File: config.mk
export PLATFORM = sky130hd
export DESIGN_NAME = string_literal_escape_decoder
export DESIGN_NICKNAME = d
export VERILOG_FILES = /design/src/sv/sle_pkg.sv /design/src/sv/string_literal_escape_decoder.sv /design/src/sv/sle_front.sv /design/src/sv/sle_queue.sv /design/src/sv/sle_back.sv
export SDC_FILE = /design/constraint.sdc
export NUM_CORES = 1
export LEC_CHECK = 0
export BUFFER_PORTS_ARGS = -buffer_cell sky130_fd_sc_hd__buf_2
export CORE_ASPECT_RATIO = 1.4
export CORE_MARGIN = 5
export CORE_UTILIZATION = 54
export DETAILED_ROUTE_END_ITERATION = 7
export PLACE_DENSITY = 0.71
export SYNTH_ARGS = -nofsm -noshare
export SYNTH_HDL_FRONTEND = slang
export SYNTH_SLANG_ARGS = --single-unit
File: constraint.sdc
create_clock -name i_clk -period 9.7 [get_ports i_clk]
set_input_delay 1.455 -clock i_clk [delete_from_list [all_inputs] [get_ports i_clk]]
set_output_delay 1.455 -clock i_clk [all_outputs]
set_load 0.01 [all_outputs]
File: src/sv/sle_pkg.sv
// Shared types, codes and constants of the string literal escape decoder.
`timescale 1ns / 1ps
`default_nettype none

package sle_pkg;

    // Decoded length saturates here.
    localparam int unsigned LEN_W = 12;
    localparam logic [LEN_W-1:0] MAX_LENGTH = 12'd4095;

    // Depth of the record queue between the front and the back.
    localparam int unsigned QUEUE_DEPTH = 4;
    localparam int unsigned QPTR_W      = $clog2(QUEUE_DEPTH);
    localparam int unsigned QCNT_W      = $clog2(QUEUE_DEPTH + 1);

    // Configuration register indexes.
    localparam int unsigned CFG_IDX_W = 2;
    localparam logic [CFG_IDX_W-1:0] CFG_ESCAPE_BYTE = 2'd0;
    localparam logic [CFG_IDX_W-1:0] CFG_CHAR_MODE   = 2'd1;
    localparam logic [CFG_IDX_W-1:0] CFG_HEX_LIMIT   = 2'd2;

    // Reset values of the configuration registers.
    localparam logic [7:0] RST_ESCAPE_BYTE = 8'd92;
    localparam logic [7:0] RST_HEX_LIMIT   = 8'd127;

    // Result kinds.
    localparam logic KIND_DATA = 1'b0;
    localparam logic KIND_END  = 1'b1;

    // End report status codes.
    localparam logic [2:0] ST_OK          = 3'd0;
    localparam logic [2:0] ST_EMPTY_HEX   = 3'd1;
    localparam logic [2:0] ST_HEX_OVER    = 3'd2;
    localparam logic [2:0] ST_TRAIL_ESC   = 3'd3;
    localparam logic [2:0] ST_MULTI_CHAR  = 3'd4;
    localparam logic [2:0] ST_TOO_SHORT   = 3'd5;

    // Escape letters and the control codes they stand for.
    localparam logic [7:0] CH_A = 8'h61;
    localparam logic [7:0] CH_B = 8'h62;
    localparam logic [7:0] CH_F = 8'h66;
    localparam logic [7:0] CH_N = 8'h6e;
    localparam logic [7:0] CH_R = 8'h72;
    localparam logic [7:0] CH_T = 8'h74;
    localparam logic [7:0] CH_V = 8'h76;
    localparam logic [7:0] CH_X = 8'h78;

    localparam logic [7:0] CC_BEL = 8'd7;
    localparam logic [7:0] CC_BS  = 8'd8;
    localparam logic [7:0] CC_HT  = 8'd9;
    localparam logic [7:0] CC_LF  = 8'd10;
    localparam logic [7:0] CC_VT  = 8'd11;
    localparam logic [7:0] CC_FF  = 8'd12;
    localparam logic [7:0] CC_CR  = 8'd13;

    // Hex accumulator is 9 bits and sticks at 256.
    localparam logic [8:0] HEX_SAT = 9'd256;

    typedef struct packed {
        logic [7:0] in_byte;
        logic       is_first;
        logic       is_last;
    } t_in_item;

    typedef struct packed {
        logic             kind;
        logic [7:0]       data_byte;
        logic [2:0]       status;
        logic [LEN_W-1:0] decoded_length;
        logic             last_of_run;
    } t_out_item;

    // Everything one input byte produces: one or two results.
    typedef struct packed {
        logic      two;
        t_out_item a;
        t_out_item b;
    } t_rec;

endpackage

`default_nettype wire

File: src/sv/string_literal_escape_decoder.sv
// Top level of the string literal escape decoder.
//
// This block takes a quoted string or character literal one byte per transfer
// (the opening quote flagged is_first, the closing quote flagged is_last) and
// returns the decoded bytes followed by one end report that carries the status
// and the saturating decoded length. The front end accepts one byte every clock
// cycle while the queue has room and decodes it in that cycle; each byte yields
// zero, one or two results, which go as one record into a four-entry queue; the
// back end drains that queue through an output register at one result per cycle
// while ready is high, handing out the results of a record in order. Sustained
// throughput is one byte per cycle as long as bytes average at most one result and
// the consumer keeps ready high. Input ready drops only when the queue is full.
// Configuration is written through a plain write port and takes effect at once;
// write it only while the block is idle. There is no clearing pass after reset.
`timescale 1ns / 1ps
`default_nettype none

module string_literal_escape_decoder (
    input  wire logic                          i_clk,
    input  wire logic                          i_rst_n,
    input  wire logic                          i_cfg_we,
    input  wire logic [sle_pkg::CFG_IDX_W-1:0] i_cfg_index,
    input  wire logic [7:0]                    i_cfg_data,
    input  wire logic                          i_in_valid,
    output logic                               o_in_ready,
    input  wire sle_pkg::t_in_item             i_in_item,
    output logic                               o_out_valid,
    input  wire logic                          i_out_ready,
    output sle_pkg::t_out_item                 o_out_item
);

    logic          q_full;
    logic          q_push;
    logic          q_valid;
    logic          q_pop;
    sle_pkg::t_rec push_rec;
    sle_pkg::t_rec head_rec;

    // Front end: byte decode and literal state.
    sle_front u_front (
        .i_clk       (i_clk),
        .i_rst_n     (i_rst_n),
        .i_cfg_we    (i_cfg_we),
        .i_cfg_index (i_cfg_index),
        .i_cfg_data  (i_cfg_data),
        .i_valid     (i_in_valid),
        .i_item      (i_in_item),
        .o_ready     (o_in_ready),
        .i_q_full    (q_full),
        .o_push      (q_push),
        .o_rec       (push_rec)
    );

    // Decouples the front end from output back pressure.
    sle_queue u_queue (
        .i_clk   (i_clk),
        .i_rst_n (i_rst_n),
        .i_push  (q_push),
        .i_rec   (push_rec),
        .o_full  (q_full),
        .o_valid (q_valid),
        .o_head  (head_rec),
        .i_pop   (q_pop)
    );

    // Back end: one result per transfer.
    sle_back u_back (
        .i_clk     (i_clk),
        .i_rst_n   (i_rst_n),
        .i_q_valid (q_valid),
        .i_head    (head_rec),
        .o_pop     (q_pop),
        .o_valid   (o_out_valid),
        .o_item    (o_out_item),
        .i_ready   (i_out_ready)
    );

    // Every end report closes the run of results of its byte.
    a_end_is_last: assert property (@(posedge i_clk) disable iff (!i_rst_n)
        (o_out_valid && o_out_item.kind == sle_pkg::KIND_END) |-> o_out_item.last_of_run)
        else $error("end report not flagged as the last result");

endmodule

`default_nettype wire

File: src/sv/sle_front.sv
// Front end: accepts literal bytes, tracks escape state and builds result records.
`timescale 1ns / 1ps
`default_nettype none

module sle_front (
    input  wire logic                            i_clk,
    input  wire logic                            i_rst_n,
    input  wire logic                            i_cfg_we,
    input  wire logic [sle_pkg::CFG_IDX_W-1:0]   i_cfg_index,
    input  wire logic [7:0]                      i_cfg_data,
    input  wire logic                            i_valid,
    input  wire sle_pkg::t_in_item               i_item,
    output logic                                 o_ready,
    input  wire logic                            i_q_full,
    output logic                                 o_push,
    output sle_pkg::t_rec                        o_rec
);

    // Returns {is_hex, value}.
    function automatic logic [4:0] hex_val(input logic [7:0] b);
        logic [4:0] r;
        r = 5'd0;
        if (b >= 8'h30 && b <= 8'h39) begin
            r = {1'b1, b[3:0]};
        end else if ((b >= 8'h61 && b <= 8'h66) || (b >= 8'h41 && b <= 8'h46)) begin
            r = {1'b1, b[3:0] + 4'd9};
        end
        return r;
    endfunction

    logic [7:0]                r_escape_byte;
    logic                      r_char_mode;
    logic [7:0]                r_hex_limit;

    logic                      r_in_body,    n_in_body;
    logic                      r_esc_pend,   n_esc_pend;
    logic                      r_hex_active, n_hex_active;
    logic                      r_hex_seen,   n_hex_seen;
    logic [8:0]                r_hex_acc,    n_hex_acc;
    logic [2:0]                r_err,        n_err;
    logic [sle_pkg::LEN_W-1:0] r_count,      n_count;
    logic [7:0]                r_first_char, n_first_char;

    logic                      accept;
    logic [4:0]                hv;
    logic [12:0]               acc_ext;
    logic                      e1, e2, proceed, do_end, do_clear;
    logic [7:0]                e1b, e2b, b;
    logic [2:0]                end_status;
    logic [7:0]                end_data;
    logic [sle_pkg::LEN_W-1:0] end_len;
    sle_pkg::t_out_item [1:0]  slots;
    logic [1:0]                k;

    assign o_ready = !i_q_full;
    assign accept  = i_valid && o_ready;
    assign b       = i_item.in_byte;
    assign hv      = hex_val(b);
    assign acc_ext = {r_hex_acc, 4'b0000} + {9'd0, hv[3:0]};

    always_comb begin
        n_in_body    = r_in_body;
        n_esc_pend   = r_esc_pend;
        n_hex_active = r_hex_active;
        n_hex_seen   = r_hex_seen;
        n_hex_acc    = r_hex_acc;
        n_err        = r_err;
        n_count      = r_count;
        n_first_char = r_first_char;
        e1 = 1'b0; e1b = 8'd0; e2 = 1'b0; e2b = 8'd0;
        proceed    = 1'b0;
        do_end     = 1'b0;
        do_clear   = 1'b0;
        end_status = sle_pkg::ST_OK;
        end_data   = 8'd0;
        end_len    = '0;

        if (accept) begin
            if (i_item.is_first) begin
                do_clear = 1'b1;
                if (i_item.is_last) begin
                    do_end     = 1'b1;
                    end_status = sle_pkg::ST_TOO_SHORT;
                end
            end else if (!r_in_body) begin
                if (i_item.is_last) begin
                    do_end     = 1'b1;
                    end_status = sle_pkg::ST_TOO_SHORT;
                end
            end else if (i_item.is_last) begin
                if (r_err == sle_pkg::ST_OK) begin
                    if (r_hex_active) begin
                        if (!r_hex_seen) begin
                            n_err = sle_pkg::ST_EMPTY_HEX;
                        end else if (r_hex_acc > {1'b0, r_hex_limit}) begin
                            n_err = sle_pkg::ST_HEX_OVER;
                        end else begin
                            e1  = 1'b1;
                            e1b = r_hex_acc[7:0];
                        end
                    end else if (r_esc_pend) begin
                        n_err = sle_pkg::ST_TRAIL_ESC;
                    end
                end
            end else if (r_err == sle_pkg::ST_OK) begin
                if (r_hex_active) begin
                    if (hv[4]) begin
                        n_hex_seen = 1'b1;
                        n_hex_acc  = (acc_ext > 13'(sle_pkg::HEX_SAT)) ?
                                     sle_pkg::HEX_SAT : acc_ext[8:0];
                    end else begin
                        // A non-hex byte closes the run and, if the run was valid, is then decoded normally.
                        n_hex_active = 1'b0;
                        if (!r_hex_seen) begin
                            n_err = sle_pkg::ST_EMPTY_HEX;
                        end else if (r_hex_acc > {1'b0, r_hex_limit}) begin
                            n_err = sle_pkg::ST_HEX_OVER;
                        end else begin
                            e1      = 1'b1;
                            e1b     = r_hex_acc[7:0];
                            proceed = 1'b1;
                        end
                    end
                end else begin
                    proceed = 1'b1;
                end

                if (proceed) begin
                    if (r_esc_pend) begin
                        n_esc_pend = 1'b0;
                        if (b == r_escape_byte) begin
                            e2 = 1'b1; e2b = b;
                        end else begin
                            unique case (b)
                                sle_pkg::CH_A: begin e2 = 1'b1; e2b = sle_pkg::CC_BEL; end
                                sle_pkg::CH_B: begin e2 = 1'b1; e2b = sle_pkg::CC_BS;  end
                                sle_pkg::CH_F: begin e2 = 1'b1; e2b = sle_pkg::CC_FF;  end
                                sle_pkg::CH_N: begin e2 = 1'b1; e2b = sle_pkg::CC_LF;  end
                                sle_pkg::CH_R: begin e2 = 1'b1; e2b = sle_pkg::CC_CR;  end
                                sle_pkg::CH_T: begin e2 = 1'b1; e2b = sle_pkg::CC_HT;  end
                                sle_pkg::CH_V: begin e2 = 1'b1; e2b = sle_pkg::CC_VT;  end
                                sle_pkg::CH_X: begin
                                    n_hex_active = 1'b1;
                                    n_hex_seen   = 1'b0;
                                    n_hex_acc    = 9'd0;
                                end
                                default: begin e2 = 1'b1; e2b = b; end
                            endcase
                        end
                    end else if (b == r_escape_byte) begin
                        n_esc_pend = 1'b1;
                    end else begin
                        e2 = 1'b1; e2b = b;
                    end
                end
            end

            // Count decoded bytes in order, remembering the first one.
            if (e1) begin
                if (n_count == '0) n_first_char = e1b;
                if (n_count < sle_pkg::MAX_LENGTH) n_count = n_count + 1'b1;
            end
            if (e2) begin
                if (n_count == '0) n_first_char = e2b;
                if (n_count < sle_pkg::MAX_LENGTH) n_count = n_count + 1'b1;
            end

            if (!i_item.is_first && r_in_body && i_item.is_last) begin
                do_end     = 1'b1;
                do_clear   = 1'b1;
                end_status = n_err;
                end_len    = n_count;
                if (end_status == sle_pkg::ST_OK && r_char_mode && n_count > 12'd1) begin
                    end_status = sle_pkg::ST_MULTI_CHAR;
                end
                if (end_status == sle_pkg::ST_OK && r_char_mode && n_count != '0) begin
                    end_data = n_first_char;
                end
            end

            if (do_clear) begin
                n_in_body    = i_item.is_first && !i_item.is_last;
                n_esc_pend   = 1'b0;
                n_hex_active = 1'b0;
                n_hex_seen   = 1'b0;
                n_hex_acc    = 9'd0;
                n_err        = sle_pkg::ST_OK;
                n_count      = '0;
                n_first_char = 8'd0;
            end
        end
    end

    // Pack the results of this byte into one record, in model order; character mode packs only the end report.
    always_comb begin
        slots = '0;
        k     = 2'd0;
        if (e1 && !r_char_mode) begin
            slots[k[0]].kind      = sle_pkg::KIND_DATA;
            slots[k[0]].data_byte = e1b;
            k = k + 2'd1;
        end
        if (e2 && !r_char_mode) begin
            slots[k[0]].kind      = sle_pkg::KIND_DATA;
            slots[k[0]].data_byte = e2b;
            k = k + 2'd1;
        end
        if (do_end) begin
            slots[k[0]].kind           = sle_pkg::KIND_END;
            slots[k[0]].data_byte      = end_data;
            slots[k[0]].status         = end_status;
            slots[k[0]].decoded_length = end_len;
            k = k + 2'd1;
        end
        if (k == 2'd1) begin
            slots[0].last_of_run = 1'b1;
        end else if (k == 2'd2) begin
            slots[1].last_of_run = 1'b1;
        end
    end

    assign o_push  = accept && (k != 2'd0);
    assign o_rec.two = (k == 2'd2);
    assign o_rec.a   = slots[0];
    assign o_rec.b   = slots[1];

    always_ff @(posedge i_clk) begin
        if (!i_rst_n) begin
            r_escape_byte <= sle_pkg::RST_ESCAPE_BYTE;
            r_char_mode   <= 1'b0;
            r_hex_limit   <= sle_pkg::RST_HEX_LIMIT;
            r_in_body     <= 1'b0;
            r_esc_pend    <= 1'b0;
            r_hex_active  <= 1'b0;
            r_hex_seen    <= 1'b0;
            r_hex_acc     <= 9'd0;
            r_err         <= sle_pkg::ST_OK;
            r_count       <= '0;
            r_first_char  <= 8'd0;
        end else begin
            if (i_cfg_we) begin
                unique case (i_cfg_index)
                    sle_pkg::CFG_ESCAPE_BYTE: r_escape_byte <= i_cfg_data;
                    sle_pkg::CFG_CHAR_MODE:   r_char_mode   <= i_cfg_data[0];
                    sle_pkg::CFG_HEX_LIMIT:   r_hex_limit   <= i_cfg_data;
                    default: ;
                endcase
            end
            r_in_body    <= n_in_body;
            r_esc_pend   <= n_esc_pend;
            r_hex_active <= n_hex_active;
            r_hex_seen   <= n_hex_seen;
            r_hex_acc    <= n_hex_acc;
            r_err        <= n_err;
            r_count      <= n_count;
            r_first_char <= n_first_char;
        end
    end

    // An escape and a hex run are never open together.
    a_esc_hex_excl: assert property (@(posedge i_clk) disable iff (!i_rst_n)
        !(r_esc_pend && r_hex_active))
        else $error("escape pending during a hex run");

    // Escape state only exists inside a literal.
    a_state_in_body: assert property (@(posedge i_clk) disable iff (!i_rst_n)
        (r_esc_pend || r_hex_active || r_count != '0) |-> r_in_body)
        else $error("literal state outside a literal");

endmodule

`default_nettype wire

File: src/sv/sle_queue.sv
// Small record queue between the front end and the back end.
`timescale 1ns / 1ps
`default_nettype none

module sle_queue (
    input  wire logic          i_clk,
    input  wire logic          i_rst_n,
    input  wire logic          i_push,
    input  wire sle_pkg::t_rec i_rec,
    output logic               o_full,
    output logic               o_valid,
    output sle_pkg::t_rec      o_head,
    input  wire logic          i_pop
);

    sle_pkg::t_rec                r_mem [sle_pkg::QUEUE_DEPTH];
    logic [sle_pkg::QPTR_W-1:0]   r_wr_ptr;
    logic [sle_pkg::QPTR_W-1:0]   r_rd_ptr;
    logic [sle_pkg::QCNT_W-1:0]   r_count;
    logic                         do_push, do_pop;

    assign o_full  = (r_count == sle_pkg::QCNT_W'(sle_pkg::QUEUE_DEPTH));
    assign o_valid = (r_count != '0);
    assign o_head  = r_mem[r_rd_ptr];
    assign do_push = i_push && !o_full;
    assign do_pop  = i_pop && o_valid;

    always_ff @(posedge i_clk) begin
        if (do_push) begin
            r_mem[r_wr_ptr] <= i_rec;
        end
    end

    always_ff @(posedge i_clk) begin
        if (!i_rst_n) begin
            r_wr_ptr <= '0;
            r_rd_ptr <= '0;
            r_count  <= '0;
        end else begin
            if (do_push) r_wr_ptr <= r_wr_ptr + 1'b1;
            if (do_pop)  r_rd_ptr <= r_rd_ptr + 1'b1;
            if (do_push && !do_pop) begin
                r_count <= r_count + 1'b1;
            end else if (do_pop && !do_push) begin
                r_count <= r_count - 1'b1;
            end
        end
    end

    a_count_range: assert property (@(posedge i_clk) disable iff (!i_rst_n)
        r_count <= sle_pkg::QCNT_W'(sle_pkg::QUEUE_DEPTH))
        else $error("queue count out of range");

    a_no_push_full: assert property (@(posedge i_clk) disable iff (!i_rst_n)
        o_full |-> !i_push)
        else $error("record pushed into a full queue");

endmodule

`default_nettype wire

File: src/sv/sle_back.sv
// Back end: unpacks queued records into single results behind an output register.
`timescale 1ns / 1ps
`default_nettype none

module sle_back (
    input  wire logic          i_clk,
    input  wire logic          i_rst_n,
    input  wire logic          i_q_valid,
    input  wire sle_pkg::t_rec i_head,
    output logic               o_pop,
    output logic               o_valid,
    output sle_pkg::t_out_item o_item,
    input  wire logic          i_ready
);

    logic               r_sub;
    logic               r_valid;
    sle_pkg::t_out_item r_item;
    logic               load;

    assign load    = !r_valid || i_ready;
    assign o_pop   = load && i_q_valid && !(i_head.two && !r_sub);
    assign o_valid = r_valid;
    assign o_item  = r_item;

    always_ff @(posedge i_clk) begin
        if (load && i_q_valid) begin
            r_item <= r_sub ? i_head.b : i_head.a;
        end
    end

    always_ff @(posedge i_clk) begin
        if (!i_rst_n) begin
            r_sub   <= 1'b0;
            r_valid <= 1'b0;
        end else if (load) begin
            r_valid <= i_q_valid;
            if (i_q_valid) begin
                r_sub <= i_head.two && !r_sub;
            end
        end
    end

    // The second half of a record is only pending while that record heads the queue.
    a_sub_head: assert property (@(posedge i_clk) disable iff (!i_rst_n)
        r_sub |-> (i_q_valid && i_head.two))
        else $error("second result pending without a two-result record");

endmodule

`default_nettype wire
# == Yosys cells after proc, flatten, opt, wreduce, memory -nomap -nowiden ==
# Memory sizes are Yosys's and may differ from the RTL's. A register that Yosys moved wholly into a read port is not among the register bits.
# Index checks and enable logic that the tools add are counted.
# W data, S select, Z words.
# word_totals
ff_bits,87
ram_bits,204
in_bits,25
memories,1
# memory_table
name,words,width,read_ports,rd_clocked_by_memory_dff,wr,line_no,source
u_queue.r_mem,4,51,1,1,1,sle_queue.sv:16,sle_pkg::t_rec r_mem [sle_pkg::QUEUE_DEPTH];
# classes
add_sub_neg,10
magnitude_cmp,15
n_eq_ne,16
n_mux,174
n_reduce_logical,54
# ops
cell,count
$bwmux W50,6
$mux W8,29
$demux W25 S1,6
$mux W12,9
$mux W9,12
$mux W50,2
$mux W25,3
$mux W1,73
$mux W3,23
$eq A8 B7 Y1 const B,8
$pmux W8 S8,1
$mux W24,2
$add A12 B1 Y12 const B,2
$logic_not A12 Y1,2
$lt A12 B12 Y1 const B,2
$logic_and A1 B1 Y1,23
$ge A8 B7 Y1 const B,2
$le A8 B7 Y1 const B,2
$mux W16,1
$add A13 B4 Y13,1
$gt A13 B9 Y1 const B,1
$mux W13,1
$gt A12 B1 Y1 const B,1
$reduce_bool A12 Y1,1
26 further kinds,56

# == Logic depth before layout (Yosys ltp) ==
# depth
word_depth,37
ltp_mapped,23

# == Cells and area by module ==
# A second synthesis with hierarchy kept.
# unflattened
cells_unflattened,1024
hier_area_um2,13925.9
# by_module_without_submodules
module,instances,cells_each,area_each_um2
sle_queue,1,315,7898.8
sle_front,1,644,4777.1
sle_back,1,65,1249.9

# == Worst setup path before layout ==
# OpenSTA, ideal clock, no wires.
# synth_path
kind,input to register
from,in i_in_item[2] in the netlist's numbering
to,"mem u_queue.r_mem[0][10] in the netlist's numbering, enable pin"
t_arrival_ns,5.894
t_required_ns,9.287
path_slack_ns,3.394
path_stages,16
n_path_buf,2
cell_sequence,clkbuf_1 inv_1 ha_1 nand2b_1 a41oi_1 and2_1 clkbuf_1 o41ai_1 nand2_1 nor2_1 nand2_1 ha_1 ha_1 nor2_1 nor2_1 and2_1
# synth_between
elab_chain_len,28
# synth_rtl
element,line_no,source
"start, declared",string_literal_escape_decoder.sv:26,"input wire sle_pkg::t_in_item i_in_item,"
$ge A8 B7 Y1 or $le A8 B7 Y1 (tied branches),sle_front.sv:25,end else if ((b >= 8'h61 && b <= 8'h66) || (b >= 8'h41 && b <= 8'h46)) begin
$logic_and A1 B1 Y1,sle_front.sv:25,
$logic_or A1 B1 Y1,sle_front.sv:25,
$mux W5,sle_front.sv:25,
$mux W5,sle_front.sv:23,if (b >= 8'h30 && b <= 8'h39) begin
$mux W1,sle_front.sv:107,if (hv[4]) begin
$mux W1,sle_front.sv:106,if (r_hex_active) begin
$mux W1,sle_front.sv:105,end else if (r_err == sle_pkg::ST_OK) begin
[13 not listed],--,
$add A2 B1 Y2,sle_front.sv:213,k = k + 2'd1;
$mux W2 *,sle_front.sv:208,if (do_end) begin
$reduce_bool A2 Y1 *,sle_front.sv:222,assign o_push = accept && (k != 2'd0);
$logic_and A1 B1 Y1 *,sle_front.sv:222,
$logic_and A1 B1 Y1 *,sle_queue.sv:25,assign do_push = i_push && !o_full;
named net u_queue.do_push,sle_queue.sv:20,"logic do_push, do_pop;"
$mux W1 *,sle_queue.sv:29,if (do_push) begin
$mux W1 (implied by the code) *,sle_queue.sv:30,r_mem[r_wr_ptr] <= i_rec;
"end, declared",sle_queue.sv:16,
# The timed path passes the listed nets; every way through them passes the cells marked *. The select of a mux whose other input is x is not followed.

# == Worst setup path after layout ==
# layout_path
from,in i_in_item[2] in the netlist's numbering
to,reg u_queue.r_count[2] in the netlist's numbering
# layout_between
elab_chain_len,29
# layout_rtl
element,line_no,source
$ge A8 B7 Y1 or $le A8 B7 Y1 (tied branches),sle_front.sv:25,
$logic_and A1 B1 Y1,sle_front.sv:25,
$logic_or A1 B1 Y1,sle_front.sv:25,
$mux W5,sle_front.sv:25,
$mux W5,sle_front.sv:23,
$mux W1,sle_front.sv:107,
$mux W1,sle_front.sv:106,
$mux W1,sle_front.sv:105,
[14 not listed],--,
$mux W2 *,sle_front.sv:208,
$reduce_bool A2 Y1 *,sle_front.sv:222,
$logic_and A1 B1 Y1 *,sle_front.sv:222,
$logic_and A1 B1 Y1 *,sle_queue.sv:25,
named net u_queue.do_push,sle_queue.sv:20,
$logic_not A1 Y1,sle_queue.sv:44,end else if (do_pop && !do_push) begin
$logic_and A1 B1 Y1,sle_queue.sv:44,
$reduce_bool A2 Y1 (no line),--,
"end signal, assigned",sle_queue.sv:43,r_count <= r_count + 1'b1;
"end signal, assigned",sle_queue.sv:45,r_count <= r_count - 1'b1;
"end, declared",sle_queue.sv:19,logic [sle_pkg::QCNT_W-1:0] r_count;
# Marks and branches as above.
# A chain may end at the register's enable or synchronous reset.

==> qor.csv <==
metric,value,unit
max-slew-margin-rel,0.288,
maxSlewViolCount,0,
hold_viol_final,0,
detail-route-antenna-nets,0,
p_total,3250,uW
finalNonFillerCells,1494,
grt_overflow,0,
final_area,15200,um2
cts_tree,done,
synth_edf_count,225,
clk_path_buf_depth,3,
routedWlPerCell,20.6,um
row_count,69,
grt_pass1_wl,48800,um
fmax,0.160,GHz
grt_pass1_vias,9076,
grt_util_all_layers,0.217,
finClkSkew,0.0217,ns
synth_flop_cell,edfxtp_1,
status,finished clean,
firstDrtPassIters,5,
pre_cts_slack,2.92,ns
core-area,25200,um2
placed_area,14200,um2
ys_seq_area_frac,0.587,
cts.sinks,289,
area_growth_syn_to_layout,10.7,%
hold_path_class,flip-flop to flip-flop,
leakagePower,0.00515,uW
dp_hpwl,20300,um
vias,9131,
drt_iter0_markers,757,
setup_viol_count_final,0,
synth_nets,1177,
netlist_area,13700,um2
cts_resized,0,
maxCapViolCount,0,
crit_fanout,11,
cts_inserted_buffers,27,
root_buffer,clkbuf_16,
ys_async_sr_fraction,0,
antenna_found_initial,0,
clk-insertion-delay-late,0.54,ns
post-route-min-period,6.25,ns
final_nets,1206,
port_buffers,51,
wl,30800,um
via_per_inst,6.11,
synth_seq_cells,289,
worst-slew-pin-transition,1.06,ns
cp-end-kind,flip-flop,
ioPinCount,52,
die_area,28700,um2
ctsHoldBuffers,0,
drc,0,
fp.dieH,198,um
critPathArrivalTime,6.71,ns
drive_above_1_share,0.168,
tns,0,ns
grt_max_degree,51,
p_per_area,215,nW/um2
layout_setup_ws,3.45,ns
cts_post_setup_buffers_inserted,0,
worstSetupPathType,primary input to flip-flop,
post-route-period-util,0.645,
ys_warn_count,0,
die_w,145,um
start_util,0.543,
gp_congestion,0.950,
diodes,0,
ys_types,80,
crit_required,10.16,ns
cts_max_level,1,
post-place-cells,1445,
clk_pin_slew,0.06,ns
ir_drop,182,uV
synthCells,1126,
crit_path_start_kind,primary input,
rsz0062_at_grt,false,
syn_area_per_cell,12.2,um2
Yosys cell counts, drive strengths merged, types with 3 or more instances:
library cell,n,share of area
nor4b,3,0.0030
buf,18,0.0063
nand4,9,0.0041
ha,25,0.023
a22oi,17,0.0093
nand2,178,0.049
nand2b,6,0.0027
o21a,4,0.0022
a211oi,3,0.0020
inv,31,0.0085
nor2b,4,0.0018
edfxtp,225,0.49
mux2,13,0.011
nand4b,3,0.0019
xor2,15,0.0096
xnor2,15,0.0096
nor3b,4,0.0022
o22ai,4,0.0018
or3,8,0.0037
a21o,3,0.0016
clkbuf,47,0.013
nor4,11,0.0066
nor2,121,0.033
o31ai,7,0.0038
a31o,8,0.0058
nand3b,4,0.0022
o211ai,8,0.0044
nand3,26,0.0099
nor3,21,0.0077
o22a,3,0.0026
dfxtp,64,0.094
mux4,50,0.082
o21ai,29,0.011
and2,13,0.0059
a21oi,50,0.018
a32o,12,0.0088
mux2i,22,0.017
a32oi,4,0.0026
path summary, 6_finish.rpt:
| kind | start | end | slack [ns] | depth (start not counted) |
|---|---|---|---|---|
| max | i_in_item[2] | u_queue.r_count[2]$_SDFFE_PN0P_ | 3.45 | 20 |
| min | u_front.r_hex_limit[7]$_SDFFE_PN0P_ | u_front.r_hex_limit[7]$_SDFFE_PN0P_ | 0.46 | 2 |
| max reg2reg | u_front.r_hex_acc[7]$_SDFFE_PN0P_ | u_queue.r_count[2]$_SDFFE_PN0P_ | 3.84 | 18 |
| min reg2reg | u_front.r_hex_limit[7]$_SDFFE_PN0P_ | u_front.r_hex_limit[7]$_SDFFE_PN0P_ | 0.46 | 2 |
layout make-up:
type	instances	area [um2]
Clock buffer	35	736
Clock inverter	14	210
Fill cell	2019	10000
Inverter	33	124
Multi-Input combinational cell	739	5290
Sequential cell	289	8040
Tap cell	319	399
Timing Repair Buffer	65	360
sequential cells by signal, indices dropped and copies added (netlist names), 2 cells and up, named ones only:
| name | flops |
|---|---|
| u_front.r_escape_byte | 8 |
| u_queue.r_rd_ptr | 2 |
| u_back.o_item | 25 |
| u_front.r_hex_limit | 8 |
| u_front.r_hex_acc | 9 |
| u_queue.r_count | 3 |
| u_front.r_first_char | 8 |
| u_front.r_count | 12 |
| u_queue.r_wr_ptr | 2 |
| u_queue.r_mem | 200 |
| u_front.r_err | 3 |
routing by layer:
| metal | GRT usage | routed length (um) |
|---|---|---|
| met2 | 0.378 | 15700 |
| met4 | 0.0747 | 1050 |
| met1 | 0.280 | 12200 |
| met3 | 0.0274 | 1780 |
| met5 | 0 | 0 |
power breakdown:
part / internal [uW] / switching [uW] / total [uW]
Clock: 669 / 447 / 1120
Sequential: 1480 / 33.1 / 1510
Combinational: 257 / 369 / 626
worst max-delay path, stage by stage:
cell,delay [ns]
buf_2,0.21
inv_1,0.09
ha_1,0.27
nand2b_1,0.10
a41oi_1,0.12
and2_1,0.24
o41ai_1,0.77
nand2_1,0.37
nor2_1,0.34
nand2_1,0.17
ha_1,0.41
ha_1,0.35
nor2_1,0.05
nor2_1,0.33
ha_1,0.28
inv_1,0.07
fa_1,0.43
xor2_1,0.18
or3_1,0.32
a21oi_1,0.14
layout by cell type, fill, tap and decap left out, types with 21 or more instances in the layout:
master	n
a21oi_1	49
buf_2	51
clkbuf_16	27
dfxtp_1	62
edfxtp_1	225
ha_1	25
inv_1	31
mux2i_1	21
mux4_2	50
nand2_1	178
nand3_1	25
nor2_1	121
o21ai_0	28
logic make-up after synthesis:
kind of cell / synth area share
DFF: 0.587
adders and majority gates: 0.0243
and+or+nand+nor: 0.142
muxes: 0.110
AOI/OAI and AO/OA: 0.0893
buffers and inverters: 0.0282
xor gates and xnor gates: 0.0192
through the flow:
stage | hold WS, ns | utilization
after detailed placement | 0.448 | 0.564
after global placement | 0.445 | 0.564
after floorplan | 0.436 | -
after global routing | 0.508 | 0.601
after CTS | 0.456 | 0.601
final | 0.458 | 0.601
Note: power is estimated with default switching activity, not from simulation.
